--- src/hw/rtl/lrsc_pkg.sv ---
// Shared types and constants for the lidar ray caster.
// No dependencies; imported by every module of the block.
package lrsc_pkg;

    // default table depths
    localparam int OBSTACLE_SLOTS_DEF = 8;
    localparam int DRONE_SLOTS_DEF    = 8;

    // field widths
    localparam int POS_W  = 24;
    localparam int DIR_W  = 16;
    localparam int RAD_W  = 16;
    localparam int DIST_W = 23;
    localparam int HIT_W  = 27;
    localparam int NUM_W  = 25;
    localparam int QUO_W  = 39;

    // command codes
    localparam logic [1:0] CMD_WR_OBS = 2'd0;
    localparam logic [1:0] CMD_WR_DRN = 2'd1;
    localparam logic [1:0] CMD_CAST   = 2'd2;

    // register indexes
    localparam logic [2:0] CFG_X_LO  = 3'd0;
    localparam logic [2:0] CFG_X_HI  = 3'd1;
    localparam logic [2:0] CFG_Y_LO  = 3'd2;
    localparam logic [2:0] CFG_Y_HI  = 3'd3;
    localparam logic [2:0] CFG_Z_LO  = 3'd4;
    localparam logic [2:0] CFG_Z_HI  = 3'd5;
    localparam logic [2:0] CFG_RANGE = 3'd6;
    localparam logic [2:0] CFG_DRAD  = 3'd7;

    typedef struct packed {
        logic [1:0]              command;
        logic [5:0]              slot;
        logic signed [POS_W-1:0] pos_x;
        logic signed [POS_W-1:0] pos_y;
        logic signed [POS_W-1:0] pos_z;
        logic signed [DIR_W-1:0] dir_x;
        logic signed [DIR_W-1:0] dir_y;
        logic signed [DIR_W-1:0] dir_z;
        logic [RAD_W-1:0]        sphere_radius;
        logic                    entry_valid;
    } t_in_word;

    typedef struct packed {
        logic [DIST_W-1:0] distance;
        logic              inside_flag;
    } t_out_word;

    // one sphere as held in a cell
    typedef struct packed {
        logic signed [POS_W-1:0] cx;
        logic signed [POS_W-1:0] cy;
        logic signed [POS_W-1:0] cz;
        logic [RAD_W-1:0]        rad;
        logic                    en;
    } t_entry;

    typedef struct packed {
        logic             done;
        logic             in_sph;
        logic             hit_ok;
        logic [HIT_W-1:0] hit;
    } t_sph_res;

    typedef struct packed {
        logic             done;
        logic [QUO_W-1:0] quo;
    } t_div_res;

endpackage

--- src/hw/rtl/lrsc_cell.sv ---
// One cell of the sphere chain: holds a table entry and a shift stage.
// Depends on lrsc_pkg.
module lrsc_cell
    import lrsc_pkg::*;
(
    input  logic             i_clk,
    input  logic             i_rst_n,
    input  logic             i_wr,
    input  t_entry           i_wr_entry,
    input  logic             i_load,
    input  logic             i_shift,
    input  logic             i_keep,
    input  logic             i_rad_ovr,
    input  logic [RAD_W-1:0] i_rad,
    input  t_entry           i_next,
    output t_entry           o_stage
);

    t_entry r_store;
    logic   r_valid;
    t_entry r_stage;
    t_entry n_stage;

    // entry storage, contents undefined until written
    always_ff @(posedge i_clk) begin
        if (i_wr) begin
            r_store <= i_wr_entry;
        end
    end

    always_ff @(posedge i_clk) begin
        if (!i_rst_n) begin
            r_valid <= 1'b0;
        end else if (i_wr) begin
            r_valid <= i_wr_entry.en;
        end
    end

    // load own entry, or take the neighbour's
    always_comb begin
        n_stage = r_stage;
        if (i_load) begin
            n_stage    = r_store;
            n_stage.en = r_valid & i_keep;
            if (i_rad_ovr) begin
                n_stage.rad = i_rad;
            end
        end else if (i_shift) begin
            n_stage = i_next;
        end
    end

    always_ff @(posedge i_clk) begin
        if (!i_rst_n) begin
            r_stage <= '0;
        end else begin
            r_stage <= n_stage;
        end
    end

    assign o_stage = r_stage;

endmodule

--- config.mk ---
export PLATFORM = sky130hd
export DESIGN_NAME = lrsc_cell
export DESIGN_NICKNAME = d
export VERILOG_FILES = /design/src/hw/rtl/lrsc_pkg.sv /design/src/hw/rtl/lrsc_cell.sv
export SDC_FILE = /design/constraint.sdc
export NUM_CORES = 1
export LEC_CHECK = 0
export BUFFER_PORTS_ARGS = -buffer_cell sky130_fd_sc_hd__buf_4
export CORE_MARGIN = 1
export CORE_UTILIZATION = 40
export CTS_BUF_LIST = sky130_fd_sc_hd__clkbuf_16
export DETAILED_ROUTE_END_ITERATION = 8
export PLACE_DENSITY = 0.68
export RECOVER_POWER = 25
export SLEW_MARGIN = 20
export SYNTH_ARGS = -nofsm -noshare
export SYNTH_HDL_FRONTEND = slang
export SYNTH_SLANG_ARGS = --single-unit
--- constraint.sdc ---
create_clock -name i_clk -period 1.4 [get_ports i_clk]
set_input_delay 0.14 -clock i_clk [delete_from_list [all_inputs] [get_ports i_clk]]
set_output_delay 0.14 -clock i_clk [all_outputs]
set_load 0.005 [all_outputs]
==> qor.yml <==
dpl.hpwl_mm: 12.8
seq_area_frac_synth_pct: 62.0
grt-ovfl-total: 0
yosys.area_share.simple_pct: 6.52
syn-num-nets: 689
synth_top_family_by_area: "multiplexers"
ir_worst_vdd_v: 0.000811
totalPowerFinal_uw: 12800
syn_to_final_growth_pct: 54.4
setup_tns_ps: 0
drive_above_1_share_pct: 44.9
synthAdderAreaFrac_pct: 0
path_clk_slew_ps: 60
status: "finished clean"
synth_seq_cells: 178
ys_types: 17
layout_commonest_cell: "buf_4"
viasPerCell: 4.82
first_iter_violations: 185
cpLargestDelayFamily: "buffers and inverters"
path_buf_inv: 2
grt_pass1_wl_mm: 28.1
crit_type: "primary input to register"
grt_start_max_net_pins: 57
post-route-period-util_pct: 81.4
first_pass_iters: 4
insertion_delay_ps: 420
initial_utilization_pct: 41.1
finalSetupViolations: 0
p_leak_uw: 0.00529
hold_path_depth: 3
dieArea_um2: 18400
place_congestion: 0.764
fin_nets: 1069
drc: 0
maxSlewHeadroom_pct: 36.2
pin_count: 290
cts-buffers-inserted: 17
synth_xor_area_share_pct: 0
synth_top_area_share_pct: 36.9
syn_inst: 488
cp.depth: 2
cp_slowest_stage_delay_ps: 780
synth_area_leaders: "edfxtp_1 (37%), dfxtp_1 (25%), o211a_1 (10%), mux2_2 (10%), nand2b_1 (6.4%)"
clock_path_buffers: 2
ant_nets: 0
synth_compound_area_share_pct: 11.7
most-common-layout-cells: "buf_4 (299), dlygate4sd3_1 (94), dfxtp_1 (90)"
rsz0062_at_grt: "no"
port-buffer-count: 289
cts-root-buf: "clkbuf_16"
die_h_um: 136
cp_max_fo: 35
detail_route.wl_per_cell_um: 16.8
pre_cts_ws_ps: 120
endpoint_kind: "register"
cp_slowest_cell: "clkbuf_2"
grt_antenna_before_repair: 0
htreeDepth: 4
worstPathRequired_ps: 1440
cap_viol_max_count: 0
drv_slew: 0
max_freq_mhz: 877
muxShareOfSynthArea_pct: 16.2
via_count: 5332
worstMarginPinSlew_ps: 957
power_density_nw_per_um2: 1150
coreArea_um2: 17400
cts.sinks: 178
startpoint_type: "primary input"
die_w_um: 136
critical_path.cell_chain: "buf_4 -> clkbuf_2"
yosysTopAreaCell: "edfxtp_1"
min_path_type: "primary input to register"
yosysWarningCount: 0
grt_pass1_vias: 5684
track_usage_pct: 20.1
worst_clock_skew_ps: 7.75
synthesis.area_um2: 7160
rows: 48
syn_avg_cell_area_um2: 14.7
critical_path_arrival_ps: 1180
hold_violations: 0
wl_mm: 18.6
r2r_cells: 2
cts_tree: "done"
fin_crit_ps: 1140
setup_slack_ps: 260
diodes: 0
final_util_pct: 63.5
[per-layer routing]
| layer | global-route usage [%] | vias up | wire length [µm] |
|---|---|---|---|
| met3 | 5.07 | 35 | 1110 |
| met1 | 21.8 | 2534 | 7170 |
| li1 | - | 2582 | - |
| met5 | 0 | - | 0 |
| met4 | 9.18 | 0 | 498 |
| met2 | 36.5 | 181 | 9790 |
[per-stage QoR]
step                cell area (µm²)  std cells  hold slack [ps]
floorplan                      7160        488              239
finish                        11100       1106             14.9
global placement               9560        980              318
detailed placement             9560        980              319
global route                  11100       1106             16.6
CTS                           11100       1106            0.188
[cells in the mapped netlist]
| master | instances |
|---|---|
| a21bo_2 | 1 |
| buf_2 | 12 |
| buf_4 | 2 |
| buf_6 | 9 |
| buf_8 | 1 |
| clkbuf_1 | 15 |
| dfxtp_1 | 90 |
| edfxtp_1 | 88 |
| mux2_1 | 6 |
| mux2_2 | 64 |
| mux2_4 | 3 |
| mux2i_1 | 33 |
| nand2_1 | 1 |
| nand2b_1 | 73 |
| nor2b_1 | 1 |
| o211a_1 | 73 |
| o22ai_1 | 16 |
[power by group]
part           internal [µW]  switching (µW)
clock network           2940            1900
registers               5900             152
logic                   1210             656
total                  10100            2710
[sequential cells by signal (all words and copies together), names as in the netlist]
name     count
o_stage     89
r_store     88
r_valid      1
[cell type report]
class	instances	area [µm²]
sequential	178	4440
tap	225	282
multi-input combinational	271	2470
fill	1354	6360
timing repair buffer	400	3260
clock inverter	15	175
clock buffer	17	425
[worst paths after layout]
kind                               to                     start  slack, ps
max             r_store[48]$_DFFE_PP_                      i_wr        260
min           o_stage[5]$_SDFFE_PN0P_                  i_rad[4]         10
max reg2reg  o_stage[38]$_SDFFE_PN0P_  o_stage[38]$_SDFFE_PN0P_        480
min reg2reg  o_stage[14]$_SDFFE_PN0P_     r_store[14]$_DFFE_PP_        520
[cell families after synthesis]
kind of cell	count (synthesis)
DFF	178
muxes	106
AOI/OAI and AO/OA	90
and+or+nand+nor	75
buffers and inverters	39
[repair_timing]
| item | CTS | global route |
|---|---|---|
| buffers inserted | 0 | 0 |
| resized for setup | 0 | 0 |
| endpoints found under the hold margin | 94 | 0 |
| hold buffers | 94 | 0 |
No activity file was read; power rests on OpenSTA's default activity.
