`src/hw/rtl/lrsc_pkg.sv`:
```
// Shared types and constants for the lidar ray caster.
// No dependencies; imported by every module of the block.
package lrsc_pkg;

    // default table depths
    localparam int OBSTACLE_SLOTS_DEF = 8;
    localparam int DRONE_SLOTS_DEF    = 8;

    // field widths
    localparam int POS_W  = 24;
    localparam int DIR_W  = 16;
    localparam int RAD_W  = 16;
    localparam int DIST_W = 23;
    localparam int HIT_W  = 27;
    localparam int NUM_W  = 25;
    localparam int QUO_W  = 39;

    // command codes
    localparam logic [1:0] CMD_WR_OBS = 2'd0;
    localparam logic [1:0] CMD_WR_DRN = 2'd1;
    localparam logic [1:0] CMD_CAST   = 2'd2;

    // register indexes
    localparam logic [2:0] CFG_X_LO  = 3'd0;
    localparam logic [2:0] CFG_X_HI  = 3'd1;
    localparam logic [2:0] CFG_Y_LO  = 3'd2;
    localparam logic [2:0] CFG_Y_HI  = 3'd3;
    localparam logic [2:0] CFG_Z_LO  = 3'd4;
    localparam logic [2:0] CFG_Z_HI  = 3'd5;
    localparam logic [2:0] CFG_RANGE = 3'd6;
    localparam logic [2:0] CFG_DRAD  = 3'd7;

    typedef struct packed {
        logic [1:0]              command;
        logic [5:0]              slot;
        logic signed [POS_W-1:0] pos_x;
        logic signed [POS_W-1:0] pos_y;
        logic signed [POS_W-1:0] pos_z;
        logic signed [DIR_W-1:0] dir_x;
        logic signed [DIR_W-1:0] dir_y;
        logic signed [DIR_W-1:0] dir_z;
        logic [RAD_W-1:0]        sphere_radius;
        logic                    entry_valid;
    } t_in_word;

    typedef struct packed {
        logic [DIST_W-1:0] distance;
        logic              inside_flag;
    } t_out_word;

    // one sphere as held in a cell
    typedef struct packed {
        logic signed [POS_W-1:0] cx;
        logic signed [POS_W-1:0] cy;
        logic signed [POS_W-1:0] cz;
        logic [RAD_W-1:0]        rad;
        logic                    en;
    } t_entry;

    typedef struct packed {
        logic             done;
        logic             in_sph;
        logic             hit_ok;
        logic [HIT_W-1:0] hit;
    } t_sph_res;

    typedef struct packed {
        logic             done;
        logic [QUO_W-1:0] quo;
    } t_div_res;

endpackage

```
`src/hw/rtl/lrsc_div.sv`:
```
// Restoring divider for plane distances: (num << 14) / den, one bit a cycle.
// Depends on lrsc_pkg.
module lrsc_div
    import lrsc_pkg::*;
(
    input  logic             i_clk,
    input  logic             i_rst_n,
    input  logic             i_start,
    input  logic [NUM_W-1:0] i_num,
    input  logic [DIR_W-1:0] i_den,
    output t_div_res         o_res
);

    localparam int REM_W = DIR_W + 1;
    localparam logic [5:0] LAST = 6'(QUO_W - 1);

    logic             r_run;
    logic [5:0]       r_cnt;
    logic [QUO_W-1:0] r_dd;
    logic [QUO_W-1:0] r_quo;
    logic [REM_W-1:0] r_rem;
    logic [DIR_W-1:0] r_den;
    t_div_res         r_res;

    logic [REM_W-1:0] w_rem_sh;
    logic             w_ge;

    assign w_rem_sh = {r_rem[DIR_W-1:0], r_dd[QUO_W-1]};
    assign w_ge     = w_rem_sh >= {1'b0, r_den};

    always_ff @(posedge i_clk) begin
        r_res.done <= 1'b0;
        if (!i_rst_n) begin
            r_run <= 1'b0;
            r_cnt <= '0;
            r_res <= '0;
        end else if (!r_run) begin
            if (i_start) begin
                r_dd  <= {i_num, 14'b0};
                r_den <= i_den;
                r_rem <= '0;
                r_quo <= '0;
                r_cnt <= '0;
                r_run <= 1'b1;
            end
        end else begin
            // one quotient bit
            r_dd  <= {r_dd[QUO_W-2:0], 1'b0};
            r_rem <= w_ge ? (w_rem_sh - {1'b0, r_den}) : w_rem_sh;
            r_quo <= {r_quo[QUO_W-2:0], w_ge};
            r_cnt <= r_cnt + 6'd1;
            if (r_cnt == LAST) begin
                r_run      <= 1'b0;
                r_res.done <= 1'b1;
                r_res.quo  <= {r_quo[QUO_W-2:0], w_ge};
            end
        end
    end

    assign o_res = r_res;

endmodule

```
`config.mk`:
```
export PLATFORM = sky130hd
export DESIGN_NAME = lrsc_div
export DESIGN_NICKNAME = d
export VERILOG_FILES = /design/src/hw/rtl/lrsc_pkg.sv /design/src/hw/rtl/lrsc_div.sv
export SDC_FILE = /design/constraint.sdc
export NUM_CORES = 1
export LEC_CHECK = 0
export BUFFER_PORTS_ARGS = -buffer_cell sky130_fd_sc_hd__clkbuf_2
export CAP_MARGIN = 20
export CORE_MARGIN = 1
export CORE_UTILIZATION = 50
export CTS_CLUSTER_DIAMETER = 30
export CTS_CLUSTER_SIZE = 40
export DETAILED_ROUTE_END_ITERATION = 10
export PLACE_DENSITY_LB_ADDON = 0.2
export REMOVE_ABC_BUFFERS = 1
export SYNTH_ARGS = -nofsm -noshare
export SYNTH_HDL_FRONTEND = slang
export SYNTH_SLANG_ARGS = --single-unit
```
`constraint.sdc`:
```
create_clock -name i_clk -period 5.39 [get_ports i_clk]
set_input_delay 0.2695 -clock i_clk [delete_from_list [all_inputs] [get_ports i_clk]]
set_output_delay 0.2695 -clock i_clk [all_outputs]
set_load 0.005 [all_outputs]
```
==> results.txt, run 1 <==
Post-CTS Hold Buffers: 0
Die ar.: 13,270 um2
N_diodes: 0
RR Startpoint: r_rem[1]
Total Nets Final: 698
CTS root buf: clkbuf_16
Synth Register Bits: 142
Initial DRC count: 222
Die span in x: 115.2 um
Initial core utilization: 0.5227
Period utilization: 0.5656
CTS tree: yes
Layout cells sized above 1: 0.2500
Critical Path Sink Type: flip-flop
Area of the multi-input gates: 2422 um2
GR Overflow Total: 0
Number of synthesized flops with an enable pin: 95
Clock buffer depth: 2
Worst endpoint required time: 5.52 ns
Crit path kind: reg2reg
Routed vias/inst: 5.233
Post-Syn Instances: 552
Drt first pass iters: 4
Fraction of registers with async set/reset: 0
Die Ht: 115.2 um
Total GRT Usage: 0.1951
Initial antenna violation count: 0
Ports: 84
Pleak: 2.966 nW
Top FF cell, synth: edfxtp_1
Post-layout util: 0.6158
WHS Endpoint: r_den[15]
WP data arrival: 3.18 ns
Hold path cells: 1
Post-CTS Resized: 0
Fill cells: 1,031
Max VDD drop: 0.0002061 V
Vias in the first global route: 4,119
Hold Crit Class: in2reg
CTS Sinks: 142
WL final: 12,150 um
YS warnings: 0
Max-slew headroom at the worst pin: 0.3515
FF-to-FF path depth: 9
Inserted Clock Buffers: 17
Rows: 40
Storage cell area: 3795 um2
GPL Wtd Cong: 0.8091
Fin. Hold Viols: 0
Final setup fails: 0
Syn Area/Cell: 11.61 um2
Synth Cell Area: 6409 um2
Placed cell count: 783
PortBufs: 83
Antenna-violating nets left: 0
Non-Filler Instances: 816
Via count: 4,270
Core Footprint: 12,260 um2
Worst Path Max Fanout: 15
Power Dens Cells: 341.4 nW/um2
Drt wl/cell: 14.89 um
Slew @ Worst Pin: 0.9647 ns
Sequential share of the synthesized area: 0.5920
Crit path launch type: flip-flop
First-pass GRT wire length: 19,650 um
Setup TNS: 0 ns
Detail Placement HPWL: 7885 um
Fmax: 0.3281 GHz
Area growth syn-to-layout: 17.83%
Residual DRC: 0
Final Slew Violations: 0
Synth unique cells: 51
Number of H-tree levels: 4
FF-to-FF setup slack: 2.34 ns
Largest net degree at the start of global routing: 63
Skew final: 0.006786 ns
Reg2reg end: r_rem[3]
Skew-Pair Late Insertion Delay: 0.41 ns
Run status: completed
Max Cap Viol: 0
Hold_sp: i_den[15]
Final min period: 3.048 ns
RSZ-0062 raised after global routing: false
Clk slew on worst S/H paths: 0.06 ns
# Post-CTS Setup Buffers: 0
## layer usage
metal	vias up	track usage	part of all wire
li1	2103	-	-
met1	2063	0.2486	0.46
met2	88	0.3108	0.47
met3	16	0.05535	0.054
met4	0	0.08658	0.018
met5	-	0	0
## cell families (layout without fill, tap and decap cells)
kind of cell	count (synthesis)	after routing	synth area share
fa+ha+maj	19	19	0.03827
flops	142	142	0.5920
mux	34	34	0.05779
xor+xnor	12	12	0.01640
compound gates	99	99	0.1187
simple gates	196	196	0.1447
buf+inv	50	146	0.03221
## sequential cells by signal, summed over array words and instances (netlist names)
register  count
r_den        16
r_run         1
o_res        40
r_cnt         6
r_dd         25
r_rem        16
r_quo        38
## cells in the final DEF, fill, tap and decap left out, types with 5 or more instances in the layout
master	n
nand2_1	94
inv_1	24
edfxtp_1	95
clkbuf_16	17
xnor2_1	8
nor3_1	5
and2_1	42
nor2_1	30
dfxtp_1	46
clkbuf_2	83
a21oi_1	9
o21ai_0	14
buf_4	6
mux2_2	24
ha_1	18
a21boi_0	39
clkbuf_8	6
mux2i_1	10
a211oi_2	6
## how the worst max path moves through the flow
| stage | cells after the start | end | startpoint | slack, ns |
|---|---|---|---|---|
| detailed placement | 9 | r_rem[3] | r_rem[1] | 2.36 |
| global route | 9 | r_rem[3] | r_rem[1] | 2.16 |
| CTS | 9 | r_rem[3] | r_rem[1] | 2.33 |
| floorplan | 2 | r_dd[14] | r_run | -0.28 |
| finish | 9 | r_rem[3] | r_rem[1] | 2.34 |
| global placement | 9 | r_rem[3] | r_rem[1] | 2.54 |
## metrics by stage
stage / hold WS, ns / total power [W] / instance area (um2) / worst slack (ns)
after global routing: 0.009236 / 0.002671 / 7551 / 2.157
final: 0.02796 / 0.002578 / 7551 / 2.342
after global placement: 0.4475 / 0.001508 / 6978 / 2.536
after CTS: 0.01048 / 0.002597 / 7531 / 2.334
after detailed placement: 0.4486 / 0.001519 / 6978 / 2.361
after floorplan: 0.3684 / 0.001449 / 6292 / -0.2751
## final cells by class
| type | count | area share |
|---|---|---|
| repair buffers | 90 | 0.06363 |
| well taps | 168 | 0.02784 |
| inverters | 24 | 0.01193 |
| clock buffers | 27 | 0.06926 |
| multi-input cells | 360 | 0.3208 |
| flip-flops and latches | 142 | 0.5026 |
| clock inverters | 5 | 0.003977 |
## report_power, final
part	total, W	switching [W]	internal (W)
registers	0.00124	0.0000220	0.00122
logic	0.000256	0.000141	0.000115
clock network	0.00108	0.000418	0.000661
## cells in the mapped netlist (all sizes together) (9+ instances only)
cell | number | area share
a21boi | 39 | 0.046
dfxtp | 47 | 0.15
a21oi | 9 | 0.0070
clkbuf | 23 | 0.013
edfxtp | 95 | 0.45
mux2i | 10 | 0.016
ha | 18 | 0.035
mux2 | 24 | 0.042
nand2 | 94 | 0.055
inv | 24 | 0.014
and2 | 42 | 0.041
nor2 | 30 | 0.018
o21ai | 14 | 0.011
## worst max-delay path: stages (launching register included)
cell	delay (ns)
edfxtp_1	0.41
ha_1	0.38
nor2_1	0.07
a211oi_2	0.28
o21a_2	0.20
nor4_2	0.06
o41ai_4	0.69
buf_4	0.38
mux2i_1	0.24
nor2_1	0.06
Note: power is estimated with default switching activity, not from simulation.
==> inputs of run 2 (changes only) <==
Settings changed: ABC_AREA from default to 1.
Clock period 5.39 ns to 2.6 ns, I/O delays scaled along.
==> results.txt, run 2 <==
WP data arrival: 2.48 ns (-0.70 ns)
Rows: 41 (+2.5%)
Final Slew Violations: 0 (unchanged)
Skew-Pair Late Insertion Delay: 0.42 ns (about the same)
Die span in x: 117.8 um (+2.3%)
Commonest non-fill, non-tap cell in the layout: nand2_1
Synth Cell Area: 6706 um2 (+4.6%)
Hold_sp: i_num[14]
CTS root buf: clkbuf_16
Initial antenna violation count: 0 (unchanged)
Largest register FFs: 40 (unchanged)
Final min period: 2.310 ns (-0.7383 ns)
Most frequent cells in the layout: nand2_1 (267), inv_1 (110), edfxtp_1 (95)
Top post-synthesis cells by area: edfxtp_1 (43%), nand2_1 (15%), dfxtp_1 (14%)
Total Nets Final: 963 (+38%)
Final setup fails: 0 (unchanged)
Critical Path Sink Type: flip-flop
N_diodes: 0 (unchanged)
Worst hold margin: 0.01514 ns (-0.01283 ns)
Antenna-violating nets left: 0 (unchanged)
Worst Path Max Fanout: 14 (-1)
Power Dens Cells: 671.2 nW/um2 (+97%)
Initial core utilization: 0.5229 (about the same)
Post-CTS Resized: 0 (unchanged)
Period utilization: 0.8885 (+0.3229)
Max Cap Viol: 0 (unchanged)
Via count: 5,261 (+23%)
CTS Sinks: 142 (unchanged)
Run status: completed
Slew @ Worst Pin: 0.9660 ns (+0.001284 ns)
Clk slew on worst S/H paths: 0.05 ns (about the same)
Skew final: 0.009738 ns (+0.002952 ns)
CTS tree: yes
Die Ht: 117.8 um (+2.3%)
Worst endpoint required time: 2.77 ns (-2.75 ns)
Hold Crit Class: in2reg
Syn Area/Cell: 8.609 um2 (-26%)
Detail Placement HPWL: 9361 um (+19%)
Main combinational cell family by area after synthesis: simple AND/OR/NAND/NOR gates
Synth Area in Compound Gates: 0.04272 (-0.07598)
Top post-synthesis cells by count: nand2_1 (267), inv_1 (110), edfxtp_1 (95)
WL final: 14,300 um (+18%)
Adder-cell share of the synthesized area: 0.03657 (-0.001699)
Routed vias/inst: 4.849 (-7.3%)
Synth unique cells: 32 (-37%)
Area of the multi-input gates: 2328 um2 (-3.9%)
Crit path kind: reg2reg
PortBufs: 83 (unchanged)
Vias in the first global route: 5,190 (+26%)
Inserted Clock Buffers: 17 (unchanged)
Drt first pass iters: 5 (+1)
Pleak: 3.891 nW (+31%)
Top FF cell, synth: edfxtp_1
Largest net degree at the start of global routing: 102 (+62%)
Layout cells sized above 1: 0.1610 (-0.08899)
First-pass GRT wire length: 24,340 um (+24%)
Fin. Hold Viols: 0 (unchanged)
Post-layout util: 0.6435 (+0.02770)
Die ar.: 13,880 um2 (+4.6%)
Initial DRC count: 294 (+32%)
GPL Wtd Cong: 0.9203 (+14%)
Fraction of registers with async set/reset: 0 (unchanged)
Residual DRC: 0 (unchanged)
RR Startpoint: r_rem[7]
Yosys top cell area share: 0.4254 (-0.01977)
Synth Area in Simple Gates: 0.2580 (+0.1134)
Crit path launch type: flip-flop
Area growth syn-to-layout: 23.06%
Number of H-tree levels: 4 (unchanged)
Fmax: 0.4329 GHz (+32%)
Power, Total: 0.005539 W (+110%)
Synth Register Bits: 142 (unchanged)
Post-Synth XOR/XNOR Area: 0.007836 (-0.008564)
Max-slew headroom at the worst pin: 0.3560 (+0.004498)
Sequential share of the synthesized area: 0.5657 (-0.02628)
Number of synthesized flops with an enable pin: 95 (unchanged)
Clock buffer depth: 2 (unchanged)
Mux share of post-synthesis cell area: 0 (-0.05779)
RSZ-0062 raised after global routing: false
Total GRT Usage: 0.2216 (+0.02652)
Drt wl/cell: 13.18 um (-11%)
Setup TNS: 0 ns (unchanged)
Fill cells: 1,093 (+6.0%)
Ports: 84 (unchanged)
Area leader, netlist: edfxtp_1
Core Footprint: 12,820 um2 (+4.6%)
YS warnings: 0 (unchanged)
Most common cell in the netlist: nand2_1
GR Overflow Total: 0 (unchanged)
Storage cell area: 3797 um2 (about the same)
Critical Path Source: r_rem[7]
Max VDD drop: 0.0005423 V (+160%)
Post-Syn Instances: 779 (+41%)
-- run 2: cell type report --
type                    count  share of cell area
well taps                 172             0.02608
multi-input cells         489              0.2821
repair buffers            133              0.1098
inverters                 117             0.05321
clock buffers              22             0.05503
clock inverters            10             0.01364
flip-flops and latches    142              0.4601
-- run 2: through the flow --
| stage | cells | instance area [um2] | worst slack [ns] |
|---|---|---|---|
| global route | 1085 | 8253 | 0.08025 |
| CTS | 1085 | 8253 | 0.2988 |
| finish | 1085 | 8253 | 0.2899 |
| global placement | 1012 | 7276 | 0.3236 |
| floorplan | 748 | 6548 | -3.798 |
| detailed placement | 1012 | 7276 | 0.3139 |
-- run 2: path summary, 6_finish.rpt --
check	endpoint	slack (ns)	cells past startpoint
hold / removal	r_dd[28]	0.02	3
hold reg to reg	o_res[34]	0.46	2
setup reg to reg	r_rem[15]	0.29	10
setup / recovery	r_rem[15]	0.29	10
-- run 2: report_power, final --
group / switching (W) / leakage, nW / total (W) / internal [W]
Combinational: 0.000386 / 2.32 / 0.000615 / 0.000229
Clock: 0.000912 / 0.276 / 0.00235 / 0.00143
Sequential: 0.0000469 / 1.30 / 0.00258 / 0.00253
Total: 0.00134 / 3.89 / 0.00554 / 0.00419
-- run 2: what timing repair did --
action                    CTS  global route
hold endpoints to repair   42             0
buffers inserted            0             0
hold buffers               41             0
-- run 2: cells by family after synthesis --
kind of cell,count (synthesis)
AO/OA/AOI/OAI,55
AND/OR/NAND/NOR,409
flip-flops,142
XOR/XNOR,6
adder cells (fa/ha/maj),19
buffers and inverters,148
-- run 2: worst max-delay path, stage by stage (launching register included) --
cell      delay, ns
edfxtp_1       0.40
ha_1           0.38
nand2_1        0.14
nor2_2         0.15
nand3_1        0.12
nand3_2        0.11
nand2_2        0.18
nand2_4        0.24
inv_2          0.16
nor2_1         0.13
nor2_1         0.05
-- run 2: metal layers --
metal	routed length, um	up-vias	part of all wire	track usage
met5	0	-	0	0
met4	167	0	0.012	0.06891
met3	636	11	0.044	0.05426
met2	7124	101	0.50	0.3746
met1	6376	2429	0.45	0.2788
li1	-	2720	-	-
