File: src/hw/rtl/lrsc_pkg.sv
// Shared types and constants for the lidar ray caster.
// No dependencies; imported by every module of the block.
package lrsc_pkg;

    // default table depths
    localparam int OBSTACLE_SLOTS_DEF = 8;
    localparam int DRONE_SLOTS_DEF    = 8;

    // field widths
    localparam int POS_W  = 24;
    localparam int DIR_W  = 16;
    localparam int RAD_W  = 16;
    localparam int DIST_W = 23;
    localparam int HIT_W  = 27;
    localparam int NUM_W  = 25;
    localparam int QUO_W  = 39;

    // command codes
    localparam logic [1:0] CMD_WR_OBS = 2'd0;
    localparam logic [1:0] CMD_WR_DRN = 2'd1;
    localparam logic [1:0] CMD_CAST   = 2'd2;

    // register indexes
    localparam logic [2:0] CFG_X_LO  = 3'd0;
    localparam logic [2:0] CFG_X_HI  = 3'd1;
    localparam logic [2:0] CFG_Y_LO  = 3'd2;
    localparam logic [2:0] CFG_Y_HI  = 3'd3;
    localparam logic [2:0] CFG_Z_LO  = 3'd4;
    localparam logic [2:0] CFG_Z_HI  = 3'd5;
    localparam logic [2:0] CFG_RANGE = 3'd6;
    localparam logic [2:0] CFG_DRAD  = 3'd7;

    typedef struct packed {
        logic [1:0]              command;
        logic [5:0]              slot;
        logic signed [POS_W-1:0] pos_x;
        logic signed [POS_W-1:0] pos_y;
        logic signed [POS_W-1:0] pos_z;
        logic signed [DIR_W-1:0] dir_x;
        logic signed [DIR_W-1:0] dir_y;
        logic signed [DIR_W-1:0] dir_z;
        logic [RAD_W-1:0]        sphere_radius;
        logic                    entry_valid;
    } t_in_word;

    typedef struct packed {
        logic [DIST_W-1:0] distance;
        logic              inside_flag;
    } t_out_word;

    // one sphere as held in a cell
    typedef struct packed {
        logic signed [POS_W-1:0] cx;
        logic signed [POS_W-1:0] cy;
        logic signed [POS_W-1:0] cz;
        logic [RAD_W-1:0]        rad;
        logic                    en;
    } t_entry;

    typedef struct packed {
        logic             done;
        logic             in_sph;
        logic             hit_ok;
        logic [HIT_W-1:0] hit;
    } t_sph_res;

    typedef struct packed {
        logic             done;
        logic [QUO_W-1:0] quo;
    } t_div_res;

endpackage

File: src/hw/rtl/lrsc_sphere.sv
// Ray/sphere test: shared 28x28 multiplier then a bit-serial square root.
// Depends on lrsc_pkg.
module lrsc_sphere
    import lrsc_pkg::*;
(
    input  logic                    i_clk,
    input  logic                    i_rst_n,
    input  logic                    i_start,
    input  t_entry                  i_entry,
    input  logic signed [POS_W-1:0] i_org_x,
    input  logic signed [POS_W-1:0] i_org_y,
    input  logic signed [POS_W-1:0] i_org_z,
    input  logic signed [DIR_W-1:0] i_dir_x,
    input  logic signed [DIR_W-1:0] i_dir_y,
    input  logic signed [DIR_W-1:0] i_dir_z,
    output t_sph_res                o_res
);

    localparam int L_W     = POS_W + 1;
    localparam int MUL_W   = 28;
    localparam int PROD_W  = 2 * MUL_W;
    localparam int L2_W    = 52;
    localparam int TCA22_W = 42;
    localparam int R2_W    = 2 * RAD_W;
    localparam int ROOT_W  = 28;
    localparam int REM_W   = ROOT_W + 3;
    localparam logic [4:0] MUL_LAST  = 5'd8;
    localparam logic [4:0] SQRT_LAST = 5'(ROOT_W - 1);

    typedef enum logic [2:0] {
        SP_IDLE = 3'b001,
        SP_MUL  = 3'b010,
        SP_SQRT = 3'b100
    } t_sp_state;

    t_sp_state                 r_state;
    logic [4:0]                r_step;
    logic signed [L_W-1:0]     r_lx, r_ly, r_lz;
    logic signed [DIR_W-1:0]   r_dx, r_dy, r_dz;
    logic [RAD_W-1:0]          r_rad;
    logic signed [PROD_W-1:0]  r_prod;
    logic [L2_W-1:0]           r_l2;
    logic signed [TCA22_W-1:0] r_tca22;
    logic [R2_W-1:0]           r_r2;
    logic [HIT_W-1:0]          r_tca;
    logic [PROD_W-1:0]         r_sv;
    logic [REM_W-1:0]          r_rem;
    logic [ROOT_W-1:0]         r_root;
    t_sph_res                  r_res;

    logic signed [MUL_W-1:0]   w_opa, w_opb;
    logic signed [TCA22_W-1:0] w_tca_sum;
    logic [HIT_W-1:0]          w_tca;
    logic                      w_inside;
    logic [PROD_W-1:0]         w_sum;
    logic                      w_far;
    logic [REM_W-1:0]          w_rem_sh, w_trial, w_rem_n;
    logic [ROOT_W-1:0]         w_root_n;
    logic signed [HIT_W+1:0]   w_hit;

    // closest approach along the ray, rounded to Q8
    assign w_tca_sum = r_tca22 + 42'sd8192;
    assign w_tca     = w_tca_sum[40:14];

    // multiplier operand selection
    always_comb begin
        case (r_step)
            5'd0: begin w_opa = MUL_W'(r_lx); w_opb = MUL_W'(r_lx); end
            5'd1: begin w_opa = MUL_W'(r_ly); w_opb = MUL_W'(r_ly); end
            5'd2: begin w_opa = MUL_W'(r_lz); w_opb = MUL_W'(r_lz); end
            5'd3: begin w_opa = MUL_W'(r_lx); w_opb = MUL_W'(r_dx); end
            5'd4: begin w_opa = MUL_W'(r_ly); w_opb = MUL_W'(r_dy); end
            5'd5: begin w_opa = MUL_W'(r_lz); w_opb = MUL_W'(r_dz); end
            5'd6: begin
                w_opa = $signed({12'b0, r_rad});
                w_opb = $signed({12'b0, r_rad});
            end
            5'd7: begin
                w_opa = $signed({1'b0, w_tca});
                w_opb = $signed({1'b0, w_tca});
            end
            default: begin w_opa = '0; w_opb = '0; end
        endcase
    end

    // decision once tca^2 sits in the product register
    assign w_inside = r_l2 <= {20'b0, r_r2};
    assign w_sum    = {24'b0, r_r2} + {2'b0, r_prod[53:0]};
    assign w_far    = {4'b0, r_l2} > w_sum;

    // one root bit per cycle
    assign w_rem_sh = {r_rem[ROOT_W:0], r_sv[PROD_W-1 -: 2]};
    assign w_trial  = {1'b0, r_root, 2'b01};
    always_comb begin
        if (w_rem_sh >= w_trial) begin
            w_rem_n  = w_rem_sh - w_trial;
            w_root_n = {r_root[ROOT_W-2:0], 1'b1};
        end else begin
            w_rem_n  = w_rem_sh;
            w_root_n = {r_root[ROOT_W-2:0], 1'b0};
        end
    end
    assign w_hit = $signed({2'b0, r_tca}) - $signed({1'b0, w_root_n});

    // sequencer and datapath
    always_ff @(posedge i_clk) begin
        r_prod     <= w_opa * w_opb;
        r_res.done <= 1'b0;
        if (!i_rst_n) begin
            r_state <= SP_IDLE;
            r_step  <= '0;
            r_res   <= '0;
        end else begin
            unique case (r_state)
                SP_IDLE: begin
                    if (i_start) begin
                        r_lx    <= L_W'(i_entry.cx) - L_W'(i_org_x);
                        r_ly    <= L_W'(i_entry.cy) - L_W'(i_org_y);
                        r_lz    <= L_W'(i_entry.cz) - L_W'(i_org_z);
                        r_dx    <= i_dir_x;
                        r_dy    <= i_dir_y;
                        r_dz    <= i_dir_z;
                        r_rad   <= i_entry.rad;
                        r_step  <= '0;
                        r_state <= SP_MUL;
                    end
                end
                SP_MUL: begin
                    r_step <= r_step + 5'd1;
                    case (r_step) inside
                        5'd1:       r_l2 <= r_prod[L2_W-1:0];
                        5'd2, 5'd3: r_l2 <= r_l2 + r_prod[L2_W-1:0];
                        5'd4:       r_tca22 <= r_prod[TCA22_W-1:0];
                        5'd5, 5'd6: r_tca22 <= r_tca22 + $signed(r_prod[TCA22_W-1:0]);
                        5'd7: begin
                            r_r2  <= r_prod[R2_W-1:0];
                            r_tca <= w_tca;
                        end
                        default: ;
                    endcase
                    if (r_step == MUL_LAST) begin
                        if (w_inside) begin
                            r_res   <= '{done: 1'b1, in_sph: 1'b1, hit_ok: 1'b0, hit: '0};
                            r_state <= SP_IDLE;
                        end else if (r_tca22[TCA22_W-1] || w_far) begin
                            r_res   <= '{done: 1'b1, in_sph: 1'b0, hit_ok: 1'b0, hit: '0};
                            r_state <= SP_IDLE;
                        end else begin
                            r_sv    <= w_sum - {4'b0, r_l2};
                            r_rem   <= '0;
                            r_root  <= '0;
                            r_step  <= '0;
                            r_state <= SP_SQRT;
                        end
                    end
                end
                SP_SQRT: begin
                    r_sv   <= {r_sv[PROD_W-3:0], 2'b00};
                    r_rem  <= w_rem_n;
                    r_root <= w_root_n;
                    r_step <= r_step + 5'd1;
                    if (r_step == SQRT_LAST) begin
                        r_res.done   <= 1'b1;
                        r_res.in_sph <= 1'b0;
                        r_res.hit_ok <= !w_hit[HIT_W+1] && (w_hit != '0);
                        r_res.hit    <= w_hit[HIT_W-1:0];
                        r_state      <= SP_IDLE;
                    end
                end
                default: r_state <= SP_IDLE;
            endcase
        end
    end

    assign o_res = r_res;

endmodule

File: config.mk
export PLATFORM = sky130hd
export DESIGN_NAME = lrsc_sphere
export DESIGN_NICKNAME = d
export VERILOG_FILES = /design/src/hw/rtl/lrsc_pkg.sv /design/src/hw/rtl/lrsc_sphere.sv
export SDC_FILE = /design/constraint.sdc
export NUM_CORES = 2
export LEC_CHECK = 0
export ABC_CLOCK_PERIOD_IN_PS = 10900
export BUFFER_PORTS_ARGS = -buffer_cell sky130_fd_sc_hd__buf_4
export CAP_MARGIN = 40
export CELL_PAD_IN_SITES_DETAIL_PLACEMENT = 0
export CELL_PAD_IN_SITES_GLOBAL_PLACEMENT = 2
export CORE_MARGIN = 3
export CORE_UTILIZATION = 38
export CTS_BUF_LIST = sky130_fd_sc_hd__clkbuf_8
export DETAILED_ROUTE_END_ITERATION = 8
export GPL_ROUTABILITY_DRIVEN = 0
export PLACE_DENSITY = 0.86
export SYNTH_ARGS = -nofsm -noshare
export SYNTH_HDL_FRONTEND = slang
export SYNTH_SLANG_ARGS = --single-unit
File: constraint.sdc
create_clock -name i_clk -period 10.9 [get_ports i_clk]
set_clock_uncertainty 0.05 [all_clocks]
set_input_delay 0.545 -clock i_clk [delete_from_list [all_inputs] [get_ports i_clk]]
set_output_delay 0.545 -clock i_clk [all_outputs]
set_load 0.01 [all_outputs]
==> impl_table.tex <==
\begin{tabular}{lr}
\hline
Metric & Value \\
\hline
\multicolumn{2}{l}{\textbf{Outcome}} \\
Outcome & finished clean \\
\multicolumn{2}{l}{\textbf{Worst setup path}} \\
Category of the most critical setup path & flip-flop to flip-flop \\
Critical R2R Capture & r\_prod[46]\$\_DFF\_P\_ \\
Delay-heaviest family, CP & adder cells \\
Worst-path cell with the longest stage delay & fa\_1 \\
CP Buf/Inv Count & 7 \\
Worst-case register-to-register setup slack & about 0.52 ns \\
Delay of the slowest cell on the worst path & around 0.54 ns \\
Arrival time at the worst endpoint & between 10 and 15 ns \\
Kind of end point of the critical path & flip-flop \\
Element type at the critical path start & flip-flop \\
Worst Path Max Fanout & 17 \\
Startpoint of the lowest-slack register-to-register path & r\_step[1]\$\_SDFFE\_PN0P\_ \\
Required time of the worst setup path & between 10 and 15 ns \\
Register-to-Register Path Depth & 34 \\
CP dominant cell by count & fa\_1 \\
\multicolumn{2}{l}{\textbf{Timing}} \\
Post-route setup TNS & 0 ns \\
Final setup viols & 0 \\
Final worst path period share & 0.952 \\
Slew @ Worst Pin & 0.987 ns \\
Period minus WS final & slightly above 10 ns \\
Slew headroom & 0.342 \\
Final hold slack & around 0.12 ns \\
Maximum operating frequency & around 0.096 GHz \\
Final Max Slew Viols & 0 \\
Final hold violation count & 0 \\
\multicolumn{2}{l}{\textbf{Route}} \\
DRC violation count after routing & 0 \\
Router iterations before antenna repair & 6 \\
Wirelength per Cell & between 20 and 25 microns \\
Iteration-0 DRC Markers & 2,973 \\
Number of nets with antenna violations after detailed routing & 0 \\
Aggregate routed wire length & $\sim$190,000 microns \\
Via count & around 48,000 \\
Vias per cell & between 5 and 6 \\
\multicolumn{2}{l}{\textbf{Final layout}} \\
Final Instance Area & $\sim$70,000 sq um \\
Post-layout net count & between 8,000 and 9,000 \\
Number of non-filler instances in the completed layout & 9,341 \\
Layout overhead on the synthesized area & 12.2\% \\
Share of cells above drive strength 1 & 0.0857 \\
\multicolumn{2}{l}{\textbf{Floorplanning}} \\
Floorplan die height & between 400 and 500 microns \\
Core Area & 161,000 sq um \\
Cell row count & around 150 \\
Initial Util & 0.385 \\
Number of top-level pins & 242 \\
Die Area & roughly 170,000 sq um \\
Width of the die & 410 microns \\
\multicolumn{2}{l}{\textbf{Global routing}} \\
Vias in the first global route & between 50,000 and 60,000 \\
First-pass GRT wire length & 292,000 microns \\
Pin count of the biggest net entering global routing & 64 \\
Total grt overflow & 0 \\
Initial antenna violation count & 4 \\
Combined global-route utilization of all metal layers & 0.225 \\
\multicolumn{2}{l}{\textbf{Clock network}} \\
Clock Path Buffers & 3 \\
Number of clock sinks & 497 \\
Total clock buffers created by CTS & 90 \\
CTS tree & yes \\
Source-to-sink clock delay at the later pin of the worst-skew pair & 0.81 ns \\
Number of H-tree levels & 3 \\
Clock transition time at the flip-flop clock pins of the worst setup and hold paths & approximately 0.060 ns \\
Clk root buf & clkbuf\_8 \\
\multicolumn{2}{l}{\textbf{Synth}} \\
Post-synth cell types & 86 \\
Flops \& latches, synth & approximately 500 \\
Yosys Warn Count & 0 \\
Predominant post-synthesis flop cell & edfxtp\_1 \\
Count of flip-flops with a built-in enable after synthesis & 405 \\
Number of standard cells after synthesis & around 6,800 \\
Post-synthesis area per instance & approximately 9 sq um \\
Cell types with the largest area share after synthesis & fa\_1 26\%, edfxtp\_1 20\%, ha\_1 11\% \\
Most numerous cell types in the synthesized netlist & 1,117 x inv\_1, 813 x fa\_1, 740 x nand2\_1 \\
Share of the yosys chip area belonging to registers & 0.226 \\
Net count of the mapped netlist & about 8,300 \\
Cell taking the most area after synthesis & fa\_1 \\
Most common cell in the netlist & inv\_1 \\
Netlist area before placement & 62,000 sq um \\
Area share of the largest cell type after synthesis & 0.262 \\
Synth async-reset ratio & 0 \\
\multicolumn{2}{l}{\textbf{Hold path}} \\
Endpoint, Worst Hold & r\_ly[0]\$\_DFFE\_PP\_ \\
Min-delay src & i\_org\_y[0] \\
Hold depth & 3 \\
Class of the tightest hold or removal check & input port to flip-flop \\
\multicolumn{2}{l}{\textbf{Place}} \\
Post-DP HPWL & 158,000 microns \\
DP Cell Count & 9,102 \\
Placed inst area & around 67,000 sq um \\
Quantity of I/O buffers inserted on ports & 240 \\
\multicolumn{2}{l}{\textbf{Run}} \\
Max capacitance violation total & 0 \\
\hline
\end{tabular}
[through the flow]
| step | util | worst slack [ns] |
|---|---|---|
| global route | 0.431 | -0.00952 |
| global placement | 0.415 | 0.508 |
| finish | 0.432 | 0.522 |
| CTS | 0.431 | 0.286 |
| floorplan | - | 1.62 |
| detailed placement | 0.415 | 0.407 |
[per-layer routing]
| layer | GRT usage | share of wire |
|---|---|---|
| met5 | 0 | 0.000069 |
| met4 | 0.0747 | 0.035 |
| met3 | 0.0401 | 0.065 |
| met2 | 0.372 | 0.46 |
| met1 | 0.298 | 0.44 |
[what timing repair did]
| item | CTS | global route |
|---|---|---|
| hold endpoints to repair | 70 | 0 |
| hold buffers | 65 | 0 |
| endpoints found under the setup margin | 0 | 5 |
| setup buffers | 0 | 2 |
| resized for setup | 0 | 12 |
[sequential cells by signal, summed over array words and instances, names as in the netlist, 16 cells and up]
register / cells
o_res: 30
r_dx: 16
r_dy: 16
r_dz: 16
r_l2: 52
r_lx: 25
r_ly: 25
r_lz: 25
r_prod: 54
r_r2: 32
r_rad: 16
r_rem: 29
r_root: 28
r_sv: 56
r_tca: 27
r_tca22: 42
[worst max-delay path by stage]
stage               cells after the start              startpoint                  to
finish                                 34  r_step[1]$_SDFFE_PN0P_  r_prod[46]$_DFF_P_
global placement                       31  r_step[4]$_SDFFE_PN0P_  r_prod[50]$_DFF_P_
CTS                                    30  r_step[4]$_SDFFE_PN0P_  r_prod[46]$_DFF_P_
detailed placement                     30  r_step[4]$_SDFFE_PN0P_  r_prod[46]$_DFF_P_
global route                           34  r_step[1]$_SDFFE_PN0P_  r_prod[46]$_DFF_P_
floorplan                              33  r_step[0]$_SDFFE_PN0P_  r_prod[50]$_DFF_P_
[cells in the final DEF, fill, tap and decap left out, types with 166 or more instances in the layout]
master | Yosys | routed
o21ai_0 | 229 | 229
ha_1 | 522 | 522
a21oi_1 | 308 | 308
inv_1 | 1117 | 1138
nor2_1 | 715 | 708
nand2_1 | 740 | 738
buf_4 | 0 | 393
xnor2_1 | 241 | 241
edfxtp_1 | 405 | 405
a21o_1 | 166 | 166
fa_1 | 813 | 813
[worst register-to-register path: cells and delay by family (launching register included)]
kind,cells,cell delay [ns]
flip-flops,1,0.40
adder cells (fa/ha/maj),10,4.32
buffers and inverters,7,0.94
AND/OR/NAND/NOR,9,2.62
AO/OA/AOI/OAI,8,1.85
[final cells by class]
cell class / instances / area, sq um
antenna: 6 / 15.0
clock buffer: 103 / 1420
inverter: 1118 / 4200
multi-input combinational: 4930 / 43100
tap: 2160 / 2700
fill: 15890 / 91700
sequential: 497 / 14000
timing repair buffer: 465 / 3690
clock inverter: 62 / 463
[logic make-up after synthesis]
logic type                 share of synthesized area
adders and majority gates                      0.368
and+or+nand+nor                                0.144
xor gates and xnor gates                      0.0495
muxes                                        0.00391
AOI/OAI and AO/OA                              0.127
DFF                                            0.226
buffers and inverters                         0.0815
Power is not shown: default switching activity piles up to over one toggle a cycle in this logic, so the estimate is an artifact.
